### config.mk
export PLATFORM = sky130hd
export DESIGN_NAME = rpi_queue
export DESIGN_NICKNAME = d
export VERILOG_FILES = /design/src/sv/rpi_pkg.sv /design/src/sv/rpi_queue.sv
export SDC_FILE = /design/constraint.sdc
export NUM_CORES = 1
export LEC_CHECK = 0
export BUFFER_PORTS_ARGS = -buffer_cell sky130_fd_sc_hd__buf_2
export CAP_MARGIN = 15
export CORE_ASPECT_RATIO = 1.1
export CORE_MARGIN = 5
export CORE_UTILIZATION = 45
export DETAILED_ROUTE_END_ITERATION = 16
export PLACE_DENSITY = 0.73
export SLEW_MARGIN = 20
export SYNTH_ARGS = -nofsm -noshare
export SYNTH_HDL_FRONTEND = slang
export SYNTH_SLANG_ARGS = --single-unit
### constraint.sdc
create_clock -name i_clk -period 14.5 [get_ports i_clk]
set_clock_uncertainty 0.1 [all_clocks]
set_input_delay 2.175 -clock i_clk [delete_from_list [all_inputs] [get_ports i_clk]]
set_output_delay 2.175 -clock i_clk [all_outputs]
set_load 0.01 [all_outputs]
### src/sv/rpi_pkg.sv
`timescale 1ns / 1ps
// ----------------------------------------------------------------------------
// rpi_pkg
// Shared types and constants of the ray-plane intersection block.
// ----------------------------------------------------------------------------
package rpi_pkg;

    // default fraction bits of the fixed-point coordinates
    localparam int FRAC_BITS_DEF = 16;
    // largest fraction width supported
    localparam int FRAC_BITS_MAX = 24;
    // shifted numerator magnitude: 65 bits plus the largest fraction shift
    localparam int NM_W          = 65 + FRAC_BITS_MAX;
    // quotient bits resolved by the divider, one per stage
    localparam int DIV_STEPS     = 32;
    // entries of the queue between front and back
    localparam int QUEUE_DEPTH   = 4;
    localparam int QP_W          = $clog2(QUEUE_DEPTH);

    // one input request
    typedef struct packed {
        logic signed [31:0] origin_x;
        logic signed [31:0] origin_y;
        logic signed [31:0] origin_z;
        logic signed [31:0] dir_x;
        logic signed [31:0] dir_y;
        logic signed [31:0] dir_z;
        logic signed [31:0] norm_x;
        logic signed [31:0] norm_y;
        logic signed [31:0] norm_z;
        logic signed [31:0] vertex_x;
        logic signed [31:0] vertex_y;
        logic signed [31:0] vertex_z;
    } t_ray_in;

    // one result request
    typedef struct packed {
        logic signed [31:0] hit_x;
        logic signed [31:0] hit_y;
        logic signed [31:0] hit_z;
        logic               parallel;
        logic               saturated;
    } t_hit_out;

    // origin and direction carried to the back end
    typedef struct packed {
        logic signed [31:0] ox;
        logic signed [31:0] oy;
        logic signed [31:0] oz;
        logic signed [31:0] dx;
        logic signed [31:0] dy;
        logic signed [31:0] dz;
    } t_ray_od;

    // classified request handed from front to back
    typedef struct packed {
        logic [NM_W-1:0] nm;    // |n.(p-o)| << frac bits
        logic [63:0]     dm;    // |n.d|
        logic            ovf;   // quotient needs more than 32 bits
        logic            neg;   // quotient is negative
        logic            par;   // n.d is zero
        t_ray_od         od;
    } t_mid;

    // one divider stage
    typedef struct packed {
        logic [63:0] rem;
        logic [63:0] dm;
        logic [31:0] low;
        logic [31:0] q;
        logic        ovf;
        logic        neg;
        logic        par;
        t_ray_od     od;
    } t_div;

endpackage

### src/sv/rpi_queue.sv
`timescale 1ns / 1ps
// ----------------------------------------------------------------------------
// rpi_queue
// Short first-in first-out queue between the front and back ends.
// ----------------------------------------------------------------------------
module rpi_queue import rpi_pkg::*; (
    input  logic i_clk,
    input  logic i_rst_n,
    input  logic i_push,
    input  t_mid i_mid,
    output logic o_full,
    input  logic i_pop,
    output logic o_empty,
    output t_mid o_mid
);

    t_mid          r_mem [QUEUE_DEPTH];
    logic [QP_W-1:0] r_wptr, r_rptr;
    logic [QP_W:0]   r_cnt;
    logic          wr, rd;

    assign o_full  = r_cnt == (QP_W+1)'(QUEUE_DEPTH);
    assign o_empty = r_cnt == '0;
    assign wr      = i_push && !o_full;
    assign rd      = i_pop && !o_empty;
    assign o_mid   = r_mem[r_rptr];

    // pointers and fill count
    always_ff @(posedge i_clk) begin
        if (!i_rst_n) begin
            r_wptr <= '0;
            r_rptr <= '0;
            r_cnt  <= '0;
        end else begin
            if (wr) r_wptr <= r_wptr + 1'b1;
            if (rd) r_rptr <= r_rptr + 1'b1;
            r_cnt <= r_cnt + (QP_W+1)'(wr) - (QP_W+1)'(rd);
        end
    end

    // storage
    always_ff @(posedge i_clk) begin
        if (wr) r_mem[r_wptr] <= i_mid;
    end

endmodule

# Yosys cells after proc, flatten, opt, wreduce, memory -nomap -nowiden
# Memories as Yosys holds them, arrays and structs flattened. A register that Yosys moved wholly into a read port is not among the register bits.
# Index checks and enable logic that the tools add are counted.
word_totals:
  mem_bits_rw: 1392
  wordCells: 18
  ff_bits: 7
  in_bits: 352
  output_inout_bits: 350
  n_memories: 1
memory_table:
  columns: ["name", "words", "word_bits", "read_ports", "rd_clocked_by_memory_dff", "wr", "line_no", "source"]
  rows:
  - ["r_mem", 4, 348, 1, 1, 1, "rpi_queue.sv:17", "t_mid r_mem [QUEUE_DEPTH];"]
classes:
  reduce_logical: 5
  muxes: 4
  n_eq_ne: 1
  n_addsub: 4
ops:
  columns: ["op", "n"]
  rows:
  - ["adder 2 x 1 -> 2 bit, second input constant", 2]
  - ["2-to-1 mux 2 bit", 2]
  - ["adder 3 x 1 -> 3 bit", 1]
  - ["equality test 3 bit, second input constant", 1]
  - ["logical NOT 3 bit", 1]
  - ["subtractor 3 x 1 -> 3 bit", 1]
  - ["logical AND 1 bit", 2]
  - ["logical NOT 1 bit", 2]
  - ["2-to-1 mux 1 bit", 2]

# Logic depth before layout (Yosys ltp)
logic_depth:
  word_depth: 5
  depth_mapped: 11
  mapped_depth_nobuf: 10

# Least setup slack after synthesis
# Ideal clock, no wire load.
synth_path:
  kind: "input port to flip-flop"
  from: "input i_push"
  to: "memory r_mem[0][0] in the netlist's numbering (enable)"
  required_ps: 13645
  cell_stages: 3
  setup_time_ps: 755
  path_slack_ps: 3212
  t_arrival_ps: 10433
  n_path_buf: 1
  cell_sequence: "nor2b_1 clkbuf_1 and2_1"
synth_via:
  elab_chain_cells: 3
synth_rtl:
  columns: ["item", "line_no", "source"]
  rows:
  - ["start, declared", "rpi_queue.sv:9", "input logic i_push,"]
  - ["logical AND 1 bit", "rpi_queue.sv:24", "assign wr = i_push && !o_full;"]
  - ["2-to-1 mux 1 bit", "rpi_queue.sv:43", "if (wr) r_mem[r_wptr] <= i_mid;"]
  - ["2-to-1 mux 1 bit (not written as such)", "rpi_queue.sv:43", null]
  - ["end, declared", "rpi_queue.sv:17", null]
# No other way between the ends.

==> key figures <==
Status
  • Outcome: finished clean

Pwr
  • Post-layout power: between 10 and 15 mW
  • VDD IR max: 0.1485 mV
  • Pleak: roughly 20 nW
  • Power per Cell Area: 172.0 nW/um^2

Finish
  • Net count reported at finish: slightly above 3000
  • Layout cells sized above 1: between 30% and 40%
  • Layout area overhead: 18.41%
  • Post-Layout Cell Count: 4319
  • Commonest non-fill, non-tap cell in the layout: edfxtp_1
  • Commonest non-fill, non-tap cells in the layout: edfxtp_1 (1392), buf_2 (701), mux4_1 (226)

STA
  • Fmax: ~140 MHz
  • Post-layout min period: approximately 7 ns
  • Sum Neg Setup Slack: 0 ns
  • Period utilisation layout: 48.82%
  • Fin. Hold Viols: 0
  • Final count of pins violating max slew: 0
  • Final setup vio count: 0
  • Slew margin rel.: 23.05%
  • Worst Tran Pin Value: around 1.2 ns
  • RSZ-0062 raised after global routing: false
  • Setup ws final: ~7.4 ns

Clocking
  • # Post-CTS Setup Buffers: 0
  • Reg clk slew, reported paths: approximately 0.06 ns
  • Clock buffer depth: 3
  • TritonCTS clock tree: yes
  • Root Buffer: clkbuf_16
  • CTS Sinks: around 1400
  • H-tree levels: 4
  • Worst-skew pair later-pin latency: 0.75 ns
  • Num CTS Buffers: around 140
  • Cts-stage hold buffer count: 0
  • Post-CTS Resized: 0

Synthesis
  • Post-synthesis area per instance: between 20 and 30 um^2
  • Cells after Synth: around 1900
  • Syn Std Cell Area: approximately 52000 um^2
  • FF+latch count, synth: between 1000 and 1500
  • Synthesis warning total: 0
  • Syn Nets: 2228
  • Seq/Total Area, Yosys: 81.37%
  • Cell variety after synth: 22

Place
  • GP Congestion: 0.7723
  • DP Worst Slack: about 8.0 ns
  • Port-buffer cells: between 700 and 800
  • Dpl cells: approximately 4000
  • Post-DP HPWL: a little under 70000 um

Setup path
  • CP max FO: ~130
  • CP dominant cell by count: buf_4
  • CP Data Required Time: ~12 ns
  • CP startpoint kind: flip-flop
  • Crit end category: primary output
  • Crit path DAT: roughly 4.8 ns
  • Crit-path max cell delay: roughly 0.85 ns
  • Crit-path slowest cell: dfxtp_4
  • Crit-path cells: buf_12 > buf_4 > buf_4 > mux4_1 > buf_2
  • Crit Path Class: flip-flop to primary output

Drt
  • DRC violations left: 0
  • Drt wl/cell: approximately 26 um
  • Initial detailed-routing violation count: 1600
  • Via count: between 20000 and 25000
  • Vias/cell: roughly 5.4
  • Remaining antenna violation count: 0
  • WL final: around 110000 um
  • 1st-pass router iterations: 7

Global routing
  • Vias in the first global route: 24320
  • Pin count of the biggest net entering global routing: 170
  • Gr ovfl total: 0
  • First-pass GRT wire length: between 150000 and 200000 um
  • Initial antenna violation count: 55
  • All-Layer GR Usage: between 10% and 20%

Floorplan
  • Core area: 114000 um^2
  • Top-Level Pins: 702
  • Die area: ~120000 um^2
  • Die Y: about 370 um
  • Initial Utilization: ~45%
  • Site Rows: 130
  • Die width: between 300 and 400 um

Worst hold path
  • Hold Crit Class: flip-flop to flip-flop

Flow run
  • # Max-Cap Violations: 0
==> kinds of logic (layout without fill, tap and decap cells) <==
kind of cell	count (synthesis)	count (layout)	synth area share, %
compound gates	4	4	0.04365
xor+xnor	2	2	0.03396
fa+ha+maj	7	7	0.1843
buf+inv	86	981	1.281
flops	1401	1401	81.37
mux	350	350	16.87
other cells	0	37	0
simple gates	19	19	0.2110
==> critical path: cells and delay by family (launching register included) <==
family	cells	cell delay (ns)
flip-flops	1	0.85
multiplexers	1	0.67
buffers and inverters	4	2.27
==> power breakdown <==
| group | switching [mW] | total (mW) | leakage [nW] | internal, mW |
|---|---|---|---|---|
| Sequential | 0.114 | 5.03 | 12.8 | 4.92 |
| Clock | 1.48 | 3.41 | 2.09 | 1.92 |
| Combinational | 1.16 | 2.07 | 5.65 | 0.910 |
==> per-stage QoR <==
| step | utilization, % | cell area (um^2) | hold slack, ns |
|---|---|---|---|
| 2_1_floorplan | - | 51590 | 0.3609 |
| 5_1_grt | 53.54 | 61050 | 0.4422 |
| 4_1_cts | 53.44 | 60940 | 0.4099 |
| 3_3_place_gp | 49.66 | 56630 | 0.3700 |
| 3_5_place_dp | 49.66 | 56630 | 0.4017 |
| 6_report | 53.57 | 61090 | 0.4014 |
==> final timing paths <==
path	from	to	slack, ns	cells after the start
worst min-delay path	r_rptr[0]	r_rptr[0]	0.40	2
worst min register to register	r_rptr[0]	r_rptr[0]	0.40	2
worst max register to register	r_cnt[2]	r_mem[1][199]	10.35	5
worst max-delay path	flip-flop	o_mid[187]	7.42	5
==> layout make-up <==
| class | count | area (um^2) |
|---|---|---|
| diodes | 37 | 92.59 |
| clock buffers | 176 | 3681 |
| repair buffers | 728 | 3814 |
| fillers | 8401 | 52940 |
| inverters | 6 | 22.52 |
| clock inverters | 71 | 629.4 |
| multi-input cells | 382 | 8960 |
| well taps | 1518 | 1899 |
| flip-flops and latches | 1401 | 41990 |
==> state kept, by name, indices dropped and copies added, names as in the netlist, named ones only <==
| signal | flops |
|---|---|
| r_cnt | 3 |
| r_rptr | 2 |
| r_wptr | 2 |
| r_mem | 1392 |
==> cell usage after synthesis, drive strengths merged <==
cell type	instances	area share, %
inv	6	0.044
dfxtp	9	0.35
or4bb	1	0.022
and2	7	0.085
nor2b	2	0.024
xnor2	2	0.034
mux2i	2	0.039
nor3	1	0.0097
o21ai	3	0.029
mux4	348	17
or3	1	0.012
nor3b	1	0.015
edfxtp	1392	81
buf	73	1.2
ha	6	0.15
a21boi	1	0.015
fa	1	0.039
clkbuf	7	0.051
nand2	6	0.044
==> per-layer routing <==
layer / part of all wire (%) / vias to the layer above / global-route usage (%) / routed length [um]
met1: 35 / 12180 / 20.05 / 39190
met3: 8.3 / 230 / 6.385 / 9244
met5: 0.15 / - / 0 / 172
met2: 53 / 943 / 30.35 / 58460
li1: - / 10020 / - / -
met4: 3.7 / 26 / 7.727 / 4066
Note: power is estimated with default switching activity, not from simulation.
